**src/sv/assert_macros.svh**
```systemverilog
// Assertion helpers, sampled on clock, off while reset is high.
`ifndef ASSERT_MACROS_SVH
`define ASSERT_MACROS_SVH

`define ASSERT_CLK(lbl, prop, msg) \
   lbl: assert property (@(posedge clock) disable iff (reset) (prop)) else $error(msg);

`define ASSERT_IMPLY(lbl, ante, cons, msg) \
   `ASSERT_CLK(lbl, (ante) |-> (cons), msg)

`endif

```
**src/sv/v2r_pkg.sv**
```systemverilog
package v2r_pkg;

   localparam int WORK_W       = 32;
   localparam int NORM_STAGES  = 5;
   localparam int ROOT_BITS    = 32;
   localparam int RAD_W        = 2 * ROOT_BITS;
   localparam int REM_W        = ROOT_BITS + 2;
   localparam int QUO_BITS     = 31;
   localparam int FRAC_Q       = 30;
   localparam int OUT_W        = 16;
   localparam int IN_WIDTH_DEF = 16;
   localparam int OUT_FRAC_DEF = 14;

   typedef struct packed {
      logic valid;
      logic neg_x;
      logic neg_y;
      logic neg_z;
      logic zero;
      logic on_axis;
   } side_type;

endpackage

```
**src/sv/v2r_div_cell.sv**
```systemverilog
module v2r_div_cell #(
   parameter int LANES = 3
) (
   input  logic                                     clock,
   input  logic [v2r_pkg::WORK_W-1:0]               den_i,
   input  logic [LANES-1:0][v2r_pkg::WORK_W-1:0]    rem_i,
   input  logic [LANES-1:0][v2r_pkg::QUO_BITS-1:0]  low_i,
   input  logic [LANES-1:0][v2r_pkg::QUO_BITS-1:0]  quo_i,
   output logic [v2r_pkg::WORK_W-1:0]               den_o,
   output logic [LANES-1:0][v2r_pkg::WORK_W-1:0]    rem_o,
   output logic [LANES-1:0][v2r_pkg::QUO_BITS-1:0]  low_o,
   output logic [LANES-1:0][v2r_pkg::QUO_BITS-1:0]  quo_o
);
   import v2r_pkg::*;

   logic [LANES-1:0][WORK_W:0]      part;
   logic [LANES-1:0]                fits;
   logic [WORK_W-1:0]               den_ff;
   logic [LANES-1:0][WORK_W-1:0]    rem_in, rem_ff;
   logic [LANES-1:0][QUO_BITS-1:0]  low_in, low_ff, quo_in, quo_ff;

   always_comb begin
      for (int l = 0; l < LANES; l++) begin
         part[l]   = {rem_i[l], low_i[l][QUO_BITS-1]};
         fits[l]   = (part[l] >= {1'b0, den_i});
         rem_in[l] = fits[l] ? WORK_W'(part[l] - {1'b0, den_i}) : WORK_W'(part[l]);
         low_in[l] = low_i[l] << 1;
         quo_in[l] = {quo_i[l][QUO_BITS-2:0], fits[l]};
      end
   end

   always_ff @(posedge clock) begin
      den_ff <= den_i;
      rem_ff <= rem_in;
      low_ff <= low_in;
      quo_ff <= quo_in;
   end

   assign den_o = den_ff;
   assign rem_o = rem_ff;
   assign low_o = low_ff;
   assign quo_o = quo_ff;

endmodule

```
**config.mk**
```make
export PLATFORM = sky130hd
export DESIGN_NAME = v2r_div_cell
export DESIGN_NICKNAME = d
export VERILOG_FILES = /design/src/sv/assert_macros.svh /design/src/sv/v2r_pkg.sv /design/src/sv/v2r_div_cell.sv
export SDC_FILE = /design/constraint.sdc
export NUM_CORES = 1
export LEC_CHECK = 0
export ABC_AREA = 1
export CAP_MARGIN = 20
export CORE_AREA = 2 2 246 248
export DETAILED_ROUTE_END_ITERATION = 12
export DIE_AREA = 0 0 248 250
export DONT_BUFFER_PORTS = 1
export HOLD_SLACK_MARGIN = 0.06
export PLACE_DENSITY_LB_ADDON = 0.15
export SYNTH_ARGS = -nofsm -noshare
export SYNTH_HDL_FRONTEND = slang
export SYNTH_SLANG_ARGS = --single-unit
```
**constraint.sdc**
```tcl
create_clock -name clock -period 2.2 [get_ports clock]
set_input_delay 0.11 -clock clock [delete_from_list [all_inputs] [get_ports clock]]
set_output_delay 0.11 -clock clock [all_outputs]
set_load 0.05 [all_outputs]
```
==> flow_metrics.py <==
metrics = {
    "status": {
        "status": "complete, no violations",
    },
    "power_and_ir_drop": {
        "comb_power_share_pct": 19.2,
        "power_switching_share_pct": 38.2,
        "p_leak_uw": 0.0115,
        "clockPowerShare_pct": 33.6,
        "p_total_uw": 18100,
        "power.switching_uw": 6930,
        "internal_power_uw": 11200,
        "p_per_area_nw_per_um2": 841,
        "ir_worst_vdd_uv": 855,
        "p_seq_share_pct": 47.2,
    },
    "clock_tree": {
        "htreeDepth": 2,
        "cts_inserted_buffers": 36,
        "cts.clk_slew.worst_paths_ps": 50,
        "clockBufferDepth": 3,
        "clockRootBuffer": "clkbuf_16",
        "cts.sinks": 311,
        "cts_tree": "yes",
    },
    "yosys": {
        "synth_compound_area_share_pct": 2.31,
        "synth_top_family_by_area": "simple AND/OR/NAND/NOR gates",
        "yosysWarnings": 0,
        "yosysTopAreaCell": "dfxtp_1",
        "ys_ff_latch": 311,
        "synthTopCellsByArea": "dfxtp_1, nand2_1, inv_1",
        "synth_ff_type": "dfxtp_1",
        "synth_most_common_cell": "nand2_1",
        "yosys-top-cells-count": "nand2_1, inv_1, dfxtp_1",
        "synth_async_sr_flop_share_pct": 0,
        "yosysSeqAreaShare_pct": 40.1,
        "synth_mux_area_share_pct": 0,
        "synth_xor_area_share_pct": 2.37,
        "synthAdderAreaFrac_pct": 8.13,
        "synth.cell_area_um2": 15500,
        "syn_avg_cell_area_um2": 6.88,
        "yosysUniqueCellTypes": 33,
        "synth-simple-area-share_pct": 35.5,
        "synth_cells": 2255,
        "synth_top_cell_area_share_pct": 40.1,
        "synth-edff-count": 0,
    },
    "floorplanning": {
        "num_io_pins": 629,
        "initial_core_util_pct": 26.0,
        "die_width_um": 248,
        "fp.dieArea_um2": 62000,
        "rows": 90,
        "core_area_um2": 59600,
        "die_y_um": 250,
    },
    "sta": {
        "setup-violations-final": 0,
        "min_period_ps": 2120,
        "rsz0062_at_grt": "false",
        "tightest_slew_ps": 777,
        "finalMaxSlewViolations": 0,
        "hold_violations": 0,
        "fmax_mhz": 471,
        "fin_crit_sh_pct": 96.6,
        "relSlewSlack_pct": 48.1,
    },
    "global_route": {
        "grt_util_all_layers_pct": 22.2,
        "antenna_found_initial": 16,
        "grt_pass1_wl_um": 100000,
        "grt-ovfl-total": 0,
        "grt_max_degree": 31,
        "grt_pass1_vias": 15300,
    },
    "detailed_routing": {
        "viasPerCell": 4.30,
        "drt-wirelength-per-cell_um": 20.2,
        "drt_first_pass_iters": 5,
        "ant_nets": 0,
        "wirelength_um": 70500,
        "vias": 15000,
        "drc": 0,
        "drt_iter0_markers": 691,
    },
    "critical_path": {
        "critPathMaxStageDelay_ps": 550,
        "crit_path_start_kind": "input pin",
        "timing.critical_path.required_ps": 2630,
        "end_kind": "flip-flop",
        "cp_cell_sequence": "dlygate4sd3_1, inv_1, ha_1, dlygate4sd3_1, inv_1, nor2_1, nand3_1, nor2_1, nand2_1, nand3_2, nor2_4, buf_4, buf_12, nand3_1, nand2_1",
        "worst-path-max-fanout": 10,
        "crit_type": "input pin to flip-flop",
        "path_delay_family": "buffers and inverters",
        "critPathBufInv": 6,
        "crit_path_top_delay_cell": "dlygate4sd3_1",
        "cp.arrival_ps": 2560,
    },
    "cells_and_area": {
        "fin_cells": 3483,
        "drive_gt1_share_pct": 7.95,
        "nets": 3081,
        "final_area_um2": 21600,
        "area_growth_pct": 39.0,
    },
    "placed_design": {
        "dp.cells": 3098,
        "place_area_um2": 17200,
        "place_hpwl_um": 57300,
        "gp_congestion": 0.890,
        "numPortBuffers": 0,
    },
    "worst_hold_path": {
        "min_path_type": "input pin to flip-flop",
    },
    "run": {
        "maxCapViolCount": 0,
    },
}
cell usage in the layout (no fill, tap or decap), drive strengths merged:
master        instances
a21oi                61
and2                 15
buf                  92
bufinv                3
clkbuf               45
clkinv                8
clkinvlp              2
conb                  3
dfxtp               311
diode                 8
dlygate4sd3         311
dlymetal6s4s          1
fa                    3
ha                   96
inv                 417
nand2               907
nand3               190
nand3b               13
nand4                 9
nor2                131
nor3                 23
o21ai                 3
o21bai                5
or2                   2
xnor2                 3
xor2                 39
final timing paths:
path	startpoint	cells after the start	end	slack, ps
worst max-delay path	low_i[92]	15	rem_o[90]	80
worst min-delay path	rem_i[82]	5	rem_o[83]	70
power groups by stage:
stage / combinational, uW / clock [uW] / sequential [uW]
after floorplan: 2010 / 0 / 8450
after global placement: 2950 / 0 / 8720
after detailed placement: 2960 / 0 / 8700
after CTS: 3510 / 6230 / 8580
after global routing: 3920 / 6460 / 8610
final: 3480 / 6100 / 8560
layer usage:
layer,vias to the layer above,GRT usage [%],wire length [um]
li1,7647,-,-
met2,496,41.2,36600
met4,8,7.99,2460
met3,105,4.98,4540
met5,-,0,54
met1,6735,24.2,26800
stage by stage:
stage	util [%]	hold WS, ps	worst slack (ps)	TNS, ps
floorplan	-	138	583	0
global placement	28.9	138	-24.1	-486
detailed placement	28.9	138	-5.83	-9.45
CTS	36.1	60.4	137	0
global route	36.2	79.1	11.9	0
finish	36.2	69.9	75.9	0
sequential cells by signal (all words and copies together), names as in the netlist:
signal / cells
den_o: 32
rem_o: 96
low_o: 90
quo_o: 93
layout make-up:
class / count / area (um2)
inverters: 411 / 1540
diodes: 8 / 20.0
flip-flops and latches: 311 / 6230
fillers: 6227 / 38000
repair buffers: 404 / 4080
multi-input cells: 1503 / 7520
well taps: 782 / 978
clock buffers: 45 / 985
clock inverters: 19 / 213
tightest hold or removal path, stage by stage:
cell and delay (ps):
ha_1 180, nand3_1 100, nand2_1 90, nand2_1 50
nand2_1 40
cell families after synthesis:
| family | Yosys count |
|---|---|
| xor+xnor | 42 |
| simple gates | 1290 |
| compound gates | 69 |
| fa+ha+maj | 99 |
| buf+inv | 443 |
| flops | 311 |
| other cells | 1 |
repair_timing:
action / in CTS / in global routing
hold buffers: 312 / 0
endpoints found under the setup margin: 0 / 3
gates resized for setup: 0 / 2
endpoints found under the hold margin: 308 / 0
buffers inserted: 0 / 1
Power figures use the tool's default switching activity.
