<file path="src/sv/assert_macros.svh">
// Assertion helpers, sampled on clock, off while reset is high.
`ifndef ASSERT_MACROS_SVH
`define ASSERT_MACROS_SVH

`define ASSERT_CLK(lbl, prop, msg) \
   lbl: assert property (@(posedge clock) disable iff (reset) (prop)) else $error(msg);

`define ASSERT_IMPLY(lbl, ante, cons, msg) \
   `ASSERT_CLK(lbl, (ante) |-> (cons), msg)

`endif

</file>
<file path="src/sv/v2r_pkg.sv">
package v2r_pkg;

   localparam int WORK_W       = 32;
   localparam int NORM_STAGES  = 5;
   localparam int ROOT_BITS    = 32;
   localparam int RAD_W        = 2 * ROOT_BITS;
   localparam int REM_W        = ROOT_BITS + 2;
   localparam int QUO_BITS     = 31;
   localparam int FRAC_Q       = 30;
   localparam int OUT_W        = 16;
   localparam int IN_WIDTH_DEF = 16;
   localparam int OUT_FRAC_DEF = 14;

   typedef struct packed {
      logic valid;
      logic neg_x;
      logic neg_y;
      logic neg_z;
      logic zero;
      logic on_axis;
   } side_type;

endpackage

</file>
<file path="src/sv/v2r_sqrt_cell.sv">
module v2r_sqrt_cell #(
   parameter int PASS_W = 96
) (
   input  logic                            clock,
   input  logic [v2r_pkg::RAD_W-1:0]       rad_i,
   input  logic [v2r_pkg::REM_W-1:0]       rem_i,
   input  logic [v2r_pkg::ROOT_BITS-1:0]   root_i,
   input  logic [PASS_W-1:0]               pass_i,
   output logic [v2r_pkg::RAD_W-1:0]       rad_o,
   output logic [v2r_pkg::REM_W-1:0]       rem_o,
   output logic [v2r_pkg::ROOT_BITS-1:0]   root_o,
   output logic [PASS_W-1:0]               pass_o
);
   import v2r_pkg::*;

   logic [REM_W+1:0]      part, trial;
   logic                  fits;
   logic [RAD_W-1:0]      rad_in, rad_ff;
   logic [REM_W-1:0]      rem_in, rem_ff;
   logic [ROOT_BITS-1:0]  root_in, root_ff;
   logic [PASS_W-1:0]     pass_ff;

   always_comb begin
      part    = {rem_i, rad_i[RAD_W-1 -: 2]};
      trial   = {2'b00, root_i, 2'b01};
      fits    = (part >= trial);
      rem_in  = fits ? REM_W'(part - trial) : REM_W'(part);
      root_in = {root_i[ROOT_BITS-2:0], fits};
      rad_in  = rad_i << 2;
   end

   always_ff @(posedge clock) begin
      rad_ff  <= rad_in;
      rem_ff  <= rem_in;
      root_ff <= root_in;
      pass_ff <= pass_i;
   end

   assign rad_o  = rad_ff;
   assign rem_o  = rem_ff;
   assign root_o = root_ff;
   assign pass_o = pass_ff;

endmodule

</file>
<file path="config.mk">
export PLATFORM = sky130hd
export DESIGN_NAME = v2r_sqrt_cell
export DESIGN_NICKNAME = d
export VERILOG_FILES = /design/src/sv/assert_macros.svh /design/src/sv/v2r_pkg.sv /design/src/sv/v2r_sqrt_cell.sv
export SDC_FILE = /design/constraint.sdc
export NUM_CORES = 1
export LEC_CHECK = 0
export BUFFER_PORTS_ARGS = -buffer_cell sky130_fd_sc_hd__buf_2
export CORE_AREA = 2 2 175 177
export CTS_CLUSTER_DIAMETER = 80
export CTS_CLUSTER_SIZE = 10
export DETAILED_ROUTE_END_ITERATION = 6
export DIE_AREA = 0 0 177 179
export HOLD_SLACK_MARGIN = 0.12
export PLACE_DENSITY_LB_ADDON = 0.1
export SLEW_MARGIN = 10
export SYNTH_ARGS = -nofsm -noshare
export SYNTH_HDL_FRONTEND = slang
export SYNTH_SLANG_ARGS = --single-unit
</file>
<file path="constraint.sdc">
create_clock -name clock -period 5.85 [get_ports clock]
set_clock_uncertainty 0.2 [all_clocks]
set_input_delay 0.2925 -clock clock [delete_from_list [all_inputs] [get_ports clock]]
set_output_delay 0.2925 -clock clock [all_outputs]
set_load 0.005 [all_outputs]
</file>
==> flow_metrics.tcl, run 1 <==
set metrics [dict create \
    status "completed" \
    grt_start_max_net_pins 38 \
    core_um2 30000 \
    path_class "in2reg" \
    placed_area_um2 9620 \
    multi_input_comb_area_um2 2220 \
    drive_gt1_share_pct 38.8 \
    crit_required_ns 6.05 \
    timing.final.crit_share_pct 69.9 \
    antenna_found_initial 2 \
    grt_pass1_vias 6940 \
    path_clk_slew_ns 0.06 \
    portBuffers 450 \
    yosysMostFrequentCell "dfxtp_1" \
    initial_core_util_pct 23.2 \
    setup_ws_ns 1.76 \
    synth_seq_area_share_pct 64.5 \
    synth-main-ff-cell "dfxtp_1" \
    fin_nets 1552 \
    synth_commonest_cells "224 x dfxtp_1, 58 x nand2_1, 42 x inv_1" \
    regArea_um2 4480 \
    hold_slack_ns 0.187 \
    clkSinkCount 224 \
    postCtsSetupBuffers 0 \
    cp.arrival_ns 4.29 \
    hold_depth 6 \
    die_w_um 177 \
    endpoint_kind "register" \
    slew_headroom_pct 53.4 \
    die_area_um2 31700 \
    p_per_area_nw_per_um2 296 \
    holdPathEnd "rem_o[33]$_DFF_P_" \
    dpl.hpwl_um 19500 \
    gr-total-overflow 0 \
    ys_seq_elements 224 \
    hold_class "in2reg" \
    syn_area_um2 6960 \
    ctsHtreeMaxLevel 1 \
    dpl_worst_slack_ns 2.21 \
    hold_violations 0 \
    ir_drop_uv 200 \
    setup_viol 0 \
    setup_tns_ns 0 \
    postLayoutCellArea_um2 12600 \
    p_leak_nw 6.12 \
    crit_start "rem_i[15]" \
    wl_per_cell_um 15.3 \
    cts_buffer_depth 3 \
    rsz0062_at_grt "no" \
    crit_fanout 37 \
    drc 0 \
    fmax_mhz 245 \
    drt-total-wl_um 25900 \
    final.min_clock_period_ns 4.09 \
    clock-root-buffer "clkbuf_16" \
    fin_cells 1693 \
    place_congestion 0.761 \
    placed_cells 1435 \
    viasPerCell 3.97 \
    synth_edf_count 0 \
    areaGrowthSynthToFinish_pct 80.8 \
    tightest_slew_ns 0.699 \
    vias 6713 \
    cts_buffers 26 \
    io-pin-count 453 \
    synthArstFlopShare_pct 0 \
    synth.avg_cell_area_um2 11.5 \
    ys.warnings.count 0 \
    netlist_top_cells_area "dfxtp_1 64%, ha_1 6.1%, nand2_1 3.1%, o21ai_0 3.0%, inv_1 2.3%" \
    ys_types 62 \
    start_kind "primary input" \
    yosys.area.top_type_share_pct 64.5 \
    ant_nets 0 \
    synth_largest_area_cell "dfxtp_1" \
    syn-instance-count 603 \
    cts_tree "yes" \
    num_rows 64 \
    max_cap_violations 0 \
    hold_start "root_i[31]" \
    first_iter_violations 193 \
    fill_cells 2935 \
    firstDrtPassIters 4 \
    grt_use_total_pct 15.2 \
    die_y_um 179 \
    slew_viol_final 0 \
    grt_first_pass_wirelength_um 38000 \
]
## per-stage QoR
| stage | util, % | power, mW |
|---|---|---|
| 2_1_floorplan | - | 1.95 |
| 3_3_place_gp | 32.0 | 2.23 |
| 3_5_place_dp | 32.0 | 2.23 |
| 4_1_cts | 41.9 | 3.79 |
| 5_1_grt | 41.9 | 3.93 |
| 6_report | 41.9 | 3.72 |
## layout make-up
cell class,instances,share of cell area (%)
timing repair buffer,675,35.8
sequential,224,35.7
multi-input combinational,321,17.6
clock buffer,32,5.60
tap,396,3.94
inverter,43,1.29
antenna,2,0.0398
## flip-flops by register name (all words and copies together), names as in the netlist
signal  flops
rem_o      34
pass_o     96
rad_o      62
root_o     32
## power by group
| group | total, mW | leakage (nW) | internal (mW) | switching (mW) |
|---|---|---|---|---|
| clock network | 1.41 | 0.345 | 0.826 | 0.585 |
| registers | 1.68 | 1.89 | 1.65 | 0.0276 |
| logic | 0.637 | 3.89 | 0.342 | 0.295 |
## critical path: stages
cell and delay [ns]:
dlygate4sd3_1 0.54, buf_2 0.14, ha_1 0.40, a21o_1 0.25, a221oi_1 0.33, o31a_1 0.22, o221ai_1 0.15, a211oi_1 0.23
o21a_2 0.64, buf_4 0.41, o21ai_0 0.12, dlygate4sd3_1 0.55
## logic make-up after synthesis
logic type	count (synthesis)	synth area share, %
AO/OA/AOI/OAI	133	13.4
XOR/XNOR	27	3.40
adder cells (fa/ha/maj)	34	6.12
buffers and inverters	59	3.71
flip-flops	224	64.5
multiplexers	5	0.791
other	1	0.0539
AND/OR/NAND/NOR	120	8.06
## layout by cell type, fill, tap and decap left out, types with 10 or more instances in the layout
cell type and count:
nor2_1 18, a21o_1 19, dfxtp_1 224, nor3_1 10, o21ai_0 41, buf_2 450
a21oi_1 28, xor2_1 13, dlygate4sd3_1 224, ha_1 34, inv_1 42, clkbuf_16 27
xnor2_1 14, nand2_1 58
## metal layers
layer / track usage [%] / up-vias / share of wire (%)
met5: 0 / - / 0
met4: 4.13 / 0 / 1.9
met3: 3.71 / 39 / 7.0
met2: 28.6 / 241 / 52
met1: 17.0 / 3032 / 39
li1: - / 3401 / -
## how the worst max path moves through the flow
stage                              endpoint  slack [ns]  cells after the start
final                      rem_o[3]$_DFF_P_        1.76                     12
after global routing       rem_o[3]$_DFF_P_        1.51                     13
after CTS                  rem_o[3]$_DFF_P_        1.71                     11
after detailed placement   rem_o[1]$_DFF_P_        2.21                      9
after global placement     rem_o[1]$_DFF_P_        2.35                      9
after floorplan           rem_o[27]$_DFF_P_        3.25                     10
## repair_timing
action                                  in CTS  in global routing
resized for setup                            0                  0
endpoints found under the hold margin      223                  0
endpoints found under the setup margin       0                  0
hold buffers                               224                  0
Power figures use the tool's default switching activity.
==> run 2, diff against run 1 <==
--- a/config.mk
+++ b/config.mk
@@ -5,12 +5,13 @@
 export SDC_FILE = /design/constraint.sdc
 export NUM_CORES = 1
 export LEC_CHECK = 0
+export ABC_AREA = 1
 export BUFFER_PORTS_ARGS = -buffer_cell sky130_fd_sc_hd__buf_2
-export CORE_AREA = 2 2 175 177
+export CORE_AREA = 2 2 177 179
 export CTS_CLUSTER_DIAMETER = 80
 export CTS_CLUSTER_SIZE = 10
 export DETAILED_ROUTE_END_ITERATION = 6
-export DIE_AREA = 0 0 177 179
+export DIE_AREA = 0 0 179 181
 export HOLD_SLACK_MARGIN = 0.12
 export PLACE_DENSITY_LB_ADDON = 0.1
 export SLEW_MARGIN = 10
==> constraint.sdc (replaced) <==
create_clock -name clock -period 3.3 [get_ports clock]
set_clock_uncertainty 0.2 [all_clocks]
set_input_delay 0.165 -clock clock [delete_from_list [all_inputs] [get_ports clock]]
set_output_delay 0.165 -clock clock [all_outputs]
set_load 0.005 [all_outputs]
==> run 2 against run 1 <==
  * The run now fails in clock tree synthesis (4_1_cts)
  * Synthesized area up 8.4%
  * Synthesized cell count up 44%
==> flow_metrics.tcl, run 2 <==
set metrics [dict create \
    ys.warnings.count 0 \
    stop_error "[ERROR RSZ-0060] Max buffer count reached." \
    ys_types 25 \
    portBuffers 450 \
    synth_seq_area_share_pct 59.5 \
    ys_seq_elements 224 \
    placed_cells 1712 \
    synth_commonest_cells "288 x nand2_1, 224 x dfxtp_1, 139 x inv_1" \
    synth_largest_area_cell "dfxtp_1" \
    synth-main-ff-cell "dfxtp_1" \
    stop_stage "clock tree synthesis (4_1_cts)" \
    syn_area_um2 7540 \
    dpl.hpwl_um 23300 \
    initial_core_util_pct 24.8 \
    cts_buffer_depth 3 \
    ctsHtreeMaxLevel 1 \
    clock-root-buffer "clkbuf_16" \
    postCtsSetupBuffers 0 \
    synthArstFlopShare_pct 0 \
    cts_buffers 27 \
    yosysMostFrequentCell "nand2_1" \
    cts_resized 0 \
    syn-instance-count 871 \
    num_rows 64 \
    io-pin-count 453 \
    clkSinkCount 224 \
    synth_edf_count 0 \
    synth.avg_cell_area_um2 8.65 \
    cts_hold_repair.buffers 350 \
    status "stopped before the end" \
    yosys.area.top_type_share_pct 59.5 \
    placed_area_um2 10200 \
    place_congestion 0.854 \
    die_y_um 181 \
    die_w_um 179 \
    netlist_top_cells_area "dfxtp_1 59%, nand2_1 14%, inv_1 6.9%, ha_1 5.6%, nand3_1 2.5%" \
]
[run 2: cells by family after synthesis]
| kind of cell | after synthesis | share of synthesized area (%) |
|---|---|---|
| simple gates | 404 | 21.8 |
| flops | 224 | 59.5 |
| buf+inv | 148 | 7.95 |
| compound gates | 42 | 2.94 |
| fa+ha+maj | 34 | 5.64 |
| xor+xnor | 18 | 2.09 |
| other cells | 1 | 0.0497 |
[run 2: per-stage QoR]
step / hold slack, ns / setup WS [ns]
3_3_place_gp: 0.0671 / 0.720
2_1_floorplan: -0.00728 / 1.44
3_5_place_dp: 0.0686 / 0.718
==> run 3, diff against run 2 <==
--- a/config.mk
+++ b/config.mk
@@ -7,13 +7,10 @@
 export LEC_CHECK = 0
 export ABC_AREA = 1
 export BUFFER_PORTS_ARGS = -buffer_cell sky130_fd_sc_hd__buf_2
-export CORE_AREA = 2 2 177 179
-export CTS_CLUSTER_DIAMETER = 80
-export CTS_CLUSTER_SIZE = 10
+export CORE_MARGIN = 2
+export CORE_UTILIZATION = 20
 export DETAILED_ROUTE_END_ITERATION = 6
-export DIE_AREA = 0 0 179 181
-export HOLD_SLACK_MARGIN = 0.12
-export PLACE_DENSITY_LB_ADDON = 0.1
+export PLACE_DENSITY_LB_ADDON = 0.15
 export SLEW_MARGIN = 10
 export SYNTH_ARGS = -nofsm -noshare
 export SYNTH_HDL_FRONTEND = slang
==> constraint.sdc (replaced) <==
create_clock -name clock -period 4.3 [get_ports clock]
set_clock_uncertainty 0.2 [all_clocks]
set_input_delay 0.215 -clock clock [delete_from_list [all_inputs] [get_ports clock]]
set_output_delay 0.215 -clock clock [all_outputs]
set_load 0.005 [all_outputs]
==> run 3 against run 2 <==
  * The run now ends clean
  * Synthesized area unchanged
  * Synthesized cell count unchanged
==> flow_metrics.tcl, run 3 <==
set metrics [dict create \
    synth_compound_area_share_pct 2.94 \
    synth-main-ff-cell "dfxtp_1" \
    p_switching_mw 1.32 \
    p_per_area_nw_per_um2 390 \
    rsz0062_at_grt "no" \
    die_w_um 198 \
    dr_wl_met3_um 1840 \
    ys.warnings.count 0 \
    hold_slack_ns 0.0449 \
    dpl.hpwl_um 22900 \
    yosysMostFrequentCell "nand2_1" \
    firstDrtPassIters 4 \
    clkSinkCount 224 \
    final_cell_mix "450 x buf_2, 288 x nand2_1, 224 x dfxtp_1" \
    p_sw_share_pct 25.3 \
    crit_required_ns 4.56 \
    hold_violations 0 \
    cp.arrival_ns 3.03 \
    m1WireLength_um 11100 \
    synthSimpleGateAreaFrac_pct 21.8 \
    synth_commonest_cells "288 x nand2_1, 224 x dfxtp_1, 139 x inv_1" \
    critPathBufInv 5 \
    clock-root-buffer "clkbuf_16" \
    first_iter_violations 192 \
    crit_start "root_i[13]" \
    fin_nets 1825 \
    syn_area_um2 7540 \
    path_delay_family "buffers and inverters" \
    netlist_top_cells_area "dfxtp_1 59%, nand2_1 14%, inv_1 6.9%, ha_1 5.6%, nand3_1 2.5%" \
    synth_largest_area_cell "dfxtp_1" \
    cpPeakStageDelay_ns 0.54 \
    drt-total-wl_um 29600 \
    synth_seq_area_share_pct 59.5 \
    areaGrowthSynthToFinish_pct 77.4 \
    place_congestion 0.842 \
    setup_viol 0 \
    n_antenna_cell 0 \
    tightest_slew_ns 0.737 \
    endpoint "rem_o[25]$_DFF_P_" \
    ys_seq_elements 224 \
    power_frac_clock_pct 38.9 \
    cts_buffers 25 \
    synth-xor-area-share_pct 2.09 \
    slew_headroom_pct 50.3 \
    path_class "in2reg" \
    cts_buffer_depth 3 \
    intPower_mw 3.90 \
    ys_types 25 \
    syn-instance-count 871 \
    final.min_clock_period_ns 2.77 \
    pwr-share-seq_pct 43.6 \
    timing.final.crit_share_pct 64.5 \
    postLayoutCellArea_um2 13400 \
    dpl_worst_slack_ns 1.50 \
    antenna_found_initial 0 \
    dr_wl_met2_um 15900 \
    ir_drop_uv 216 \
    synth.avg_cell_area_um2 8.65 \
    yosys.area.top_type_share_pct 59.5 \
    io-pin-count 453 \
    initial_core_util_pct 20.2 \
    synthArstFlopShare_pct 0 \
    slew_viol_final 0 \
    slowest_stage "dlygate4sd3_1" \
    placed_area_um2 10400 \
    finalPower_mw 5.22 \
    crit_chain "dlygate4sd3_1, buf_2, inv_1, ha_1, nand2_1, inv_1, nand2_1, nand2_1, nand2_1, nand2_1, a21oi_1, nand2_1, nand2_1, nand2_4, inv_4, nand2_1, nand2_1" \
    highest_layer "met4" \
    combPwrFrac_pct 17.5 \
    cp_common_cell "nand2_1" \
    vias 7806 \
    status "completed" \
    worst-path-stages 17 \
    grt_use_total_pct 14.4 \
    grt_first_pass_wirelength_um 44200 \
    ctsHtreeMaxLevel 1 \
    portBuffers 450 \
    synth_top_family_by_area "simple AND/OR/NAND/NOR gates" \
    synthAdderAreaFrac_pct 5.64 \
    start_kind "primary input" \
    crit_fanout 37 \
    setup_ws_ns 1.53 \
    endpoint_kind "register" \
    path_clk_slew_ns 0.06 \
    synth_edf_count 0 \
    core_um2 37400 \
    hold_class "in2reg" \
    wl_per_cell_um 14.2 \
    final_common_cell "buf_2" \
    grt_start_max_net_pins 38 \
    gr-total-overflow 0 \
    num_rows 71 \
    max_cap_violations 0 \
    drive_gt1_share_pct 31.7 \
    die_area_um2 39300 \
    viasPerCell 3.73 \
    largest_reg_flops 96 \
    fmax_mhz 361 \
    setup_tns_ns 0 \
    grt_pass1_vias 8176 \
    drc 0 \
    die_y_um 198 \
    p_leak_nw 7.03 \
    cts_tree "yes" \
    synth_mux_area_share_pct 0 \
    ant_nets 0 \
]
run 3: power groups by stage:
stage	registers (mW)	logic (mW)	clock network (mW)
5_1_grt	2.29	1.02	2.21
3_5_place_dp	2.32	0.762	0
2_1_floorplan	2.35	0.327	0
3_3_place_gp	2.32	0.764	0
6_report	2.28	0.914	2.03
4_1_cts	2.28	0.933	2.13
run 3: logic make-up after synthesis:
logic type	Yosys count
AOI/OAI and AO/OA	42
xor gates and xnor gates	18
adders and majority gates	34
buffers and inverters	148
DFF	224
other	1
and+or+nand+nor	404
run 3: final cells by class:
cell class | instances | area [um^2]
fill | 3890 | 24000
sequential | 224 | 4480
timing repair buffer | 673 | 4480
multi-input combinational | 500 | 2460
clock buffer | 37 | 721
tap | 511 | 639
inverter | 140 | 528
clock inverter | 5 | 57.6
run 3: timing repair:
| action | CTS | global route |
|---|---|---|
| endpoints found under the setup margin | 0 | 0 |
| gates resized for setup | 0 | 0 |
| hold buffers | 223 | 0 |
| buffers inserted | 0 | 0 |
| hold endpoints to repair | 223 | 0 |
run 3: worst min path at each step:
stage	from	to	cells after the start
5_1_grt	root_i[31]	rem_o[33]$_DFF_P_	6
4_1_cts	root_i[31]	rem_o[33]$_DFF_P_	6
6_report	root_i[31]	rem_o[33]$_DFF_P_	6
3_5_place_dp	rad_i[34]	rad_o[36]$_DFF_P_	1
2_1_floorplan	pass_i[0]	pass_o[0]$_DFF_P_	0
3_3_place_gp	rad_i[53]	rad_o[55]$_DFF_P_	1
run 3: metal layers:
layer  vias up  GRT usage (%)
met5         -              0
met1      3475           15.2
met4         0           4.71
met3        50           2.73
met2       268           28.4
li1       4013              -
run 3: metrics by stage:
stage | instances | utilization (%)
3_3_place_gp | 1825 | 27.7
4_1_cts | 2090 | 35.8
2_1_floorplan | 872 | -
5_1_grt | 2090 | 35.8
6_report | 2090 | 35.8
3_5_place_dp | 1825 | 27.7
==> run 4, diff against run 3 <==
==> constraint.sdc (replaced) <==
create_clock -name clock -period 2.7 [get_ports clock]
set_clock_uncertainty 0.2 [all_clocks]
set_input_delay 0.135 -clock clock [delete_from_list [all_inputs] [get_ports clock]]
set_output_delay 0.135 -clock clock [all_outputs]
set_load 0.005 [all_outputs]
==> run 4 against run 3 <==
  * Clock power up 61%
  * Sequential cell count unchanged
  * Count of clock-buffer cells in the layout up 1
  * First-iteration DRC count up 13%
  * Routed wire length up 0.29%
  * Via count down 0.41%
  * Utilization up 0.31 points
  * Setup slack worse by 1.3 ns
  * Hold slack better by 0.0018 ns
  * Sequential share of layout area down 0.29 points
  * Critical path type unchanged
  * Critical endpoint is now rem_o[18]$_DFF_P_
  * Largest power group unchanged
  * Highest routed layer unchanged
==> flow_metrics.tcl, run 4 (synthesis results as in run 3) <==
set metrics [dict create \
    placed_cells 1834 \
    cts_tree "yes" \
    combPwrFrac_pct 17.6 \
    crit_fanout 10 \
    portBuffers 450 \
    p_sw_share_pct 25.8 \
    max_cap_violations 0 \
    final_cell_mix "450 x buf_2, 288 x nand2_1, 226 x dlygate4sd3_1" \
    rsz0062_at_grt "no" \
    grt_use_total_pct 14.3 \
    viasPerCell 3.69 \
    postLayoutCellArea_um2 13500 \
    cts_hold_repair.buffers 226 \
    final_common_cell "buf_2" \
    multi_input_comb_area_um2 2460 \
    pwr-share-seq_pct 43.3 \
    place_congestion 0.834 \
    cp_common_cell "nand2_1" \
    initial_core_util_pct 20.2 \
    status "completed" \
    intPower_mw 6.21 \
    crit_chain "dlygate4sd3_1, buf_2, inv_1, ha_1, nand2_1, nor2_2, nand2_1, nor2_1, nand2_1, a21oi_2, nor2_1, nand2_4, buf_4, buf_4, nand2_1, nand2_1" \
    drc 0 \
    p_leak_nw 7.09 \
    n_antenna_cell 0 \
    regArea_um2 4480 \
    final.min_clock_period_ns 2.43 \
    path_clk_slew_ns 0.06 \
    fill_cells 3875 \
    endpoint_kind "register" \
    cp.arrival_ns 2.70 \
    ir_drop_uv 364 \
    hold_violations 0 \
    hold_slack_ns 0.0467 \
    hold_class "in2reg" \
    fin_nets 1837 \
    fmax_mhz 411 \
    slowest_stage "dlygate4sd3_1" \
    cts_resized 0 \
    start_kind "primary input" \
    grt_first_pass_wirelength_um 43800 \
    die_area_um2 39300 \
    power_frac_clock_pct 39.1 \
    largest_reg_flops 96 \
    finalPower_mw 8.37 \
    placed_area_um2 10400 \
    timing.final.crit_share_pct 90.1 \
    path_class "in2reg" \
    cpPeakStageDelay_ns 0.53 \
    wl_per_cell_um 14.1 \
    p_per_area_nw_per_um2 621 \
    fin_cells 2104 \
    drive_gt1_share_pct 32.2 \
    first_iter_violations 216 \
    io-pin-count 453 \
    gr-total-overflow 0 \
    die_w_um 198 \
    antenna_found_initial 0 \
    ctsHtreeMaxLevel 1 \
    vias 7774 \
    crit_required_ns 2.96 \
    cts_buffer_depth 3 \
    firstDrtPassIters 4 \
    core_um2 37400 \
    die_y_um 198 \
    drt-total-wl_um 29700 \
    postCtsSetupBuffers 0 \
    setup_tns_ns 0 \
    num_rows 71 \
    dpl.hpwl_um 23300 \
    cts_buffers 25 \
    areaGrowthSynthToFinish_pct 78.9 \
    p_switching_mw 2.16 \
    slew_viol_final 0 \
    clock-root-buffer "clkbuf_16" \
    setup_viol 0 \
    grt_start_max_net_pins 34 \
    ant_nets 0 \
    grt_pass1_vias 8013 \
    clkSinkCount 224 \
]
==> run 4: cell types whose count changed in the layout (fill, tap and decap cells not counted), sizes merged <==
cell         previous run  this run
buf                   450       459
bufinv                  1         0
clkbuf                 37        38
clkinvlp                0         2
dlygate4sd3           223       226
==> run 4: layout make-up <==
class                   count  area share, %
repair buffers            685           34.0
clock inverters             6          0.315
multi-input cells         500           18.2
clock buffers              38           5.59
inverters                 140           3.91
flip-flops and latches    224           33.2
well taps                 511           4.74
==> run 4: stage by stage <==
step	utilization, %	setup slack (ns)
after floorplan	-	0.869
after global placement	27.9	0.270
after detailed placement	27.9	0.260
after CTS	36.1	0.255
after global routing	36.1	0.0376
final	36.1	0.267
==> run 4: metal layers <==
metal / part of all wire (%) / routed length (um) / global-route usage (%)
met5: 0 / 0 / 0
met4: 2.7 / 812 / 4.57
met3: 6.5 / 1940 / 2.98
met2: 53 / 15800 / 28.2
met1: 38 / 11200 / 15.0
==> run 4: power groups by stage <==
stage               Clock, mW  Sequential (mW)  Combinational, mW
finish                   3.27             3.62               1.48
global route             3.54             3.65               1.65
CTS                      3.41             3.63               1.50
detailed placement          0             3.70               1.23
global placement            0             3.70               1.24
floorplan                   0             3.74              0.521
==> run 4: worst max-delay path, delay by kind of cell <==
family	cells	cell delay [ns]
AO/OA/AOI/OAI	1	0.11
adder cells (fa/ha/maj)	1	0.35
AND/OR/NAND/NOR	9	1.00
buffers and inverters	5	1.08
==> run 4: worst paths after layout <==
kind	start	end	slack [ns]	cells after the start
worst max-delay path	root_i[12]	rem_o[18]$_DFF_P_	0.27	16
worst min-delay path	rad_i[56]	rad_o[58]$_DFF_P_	0.05	2
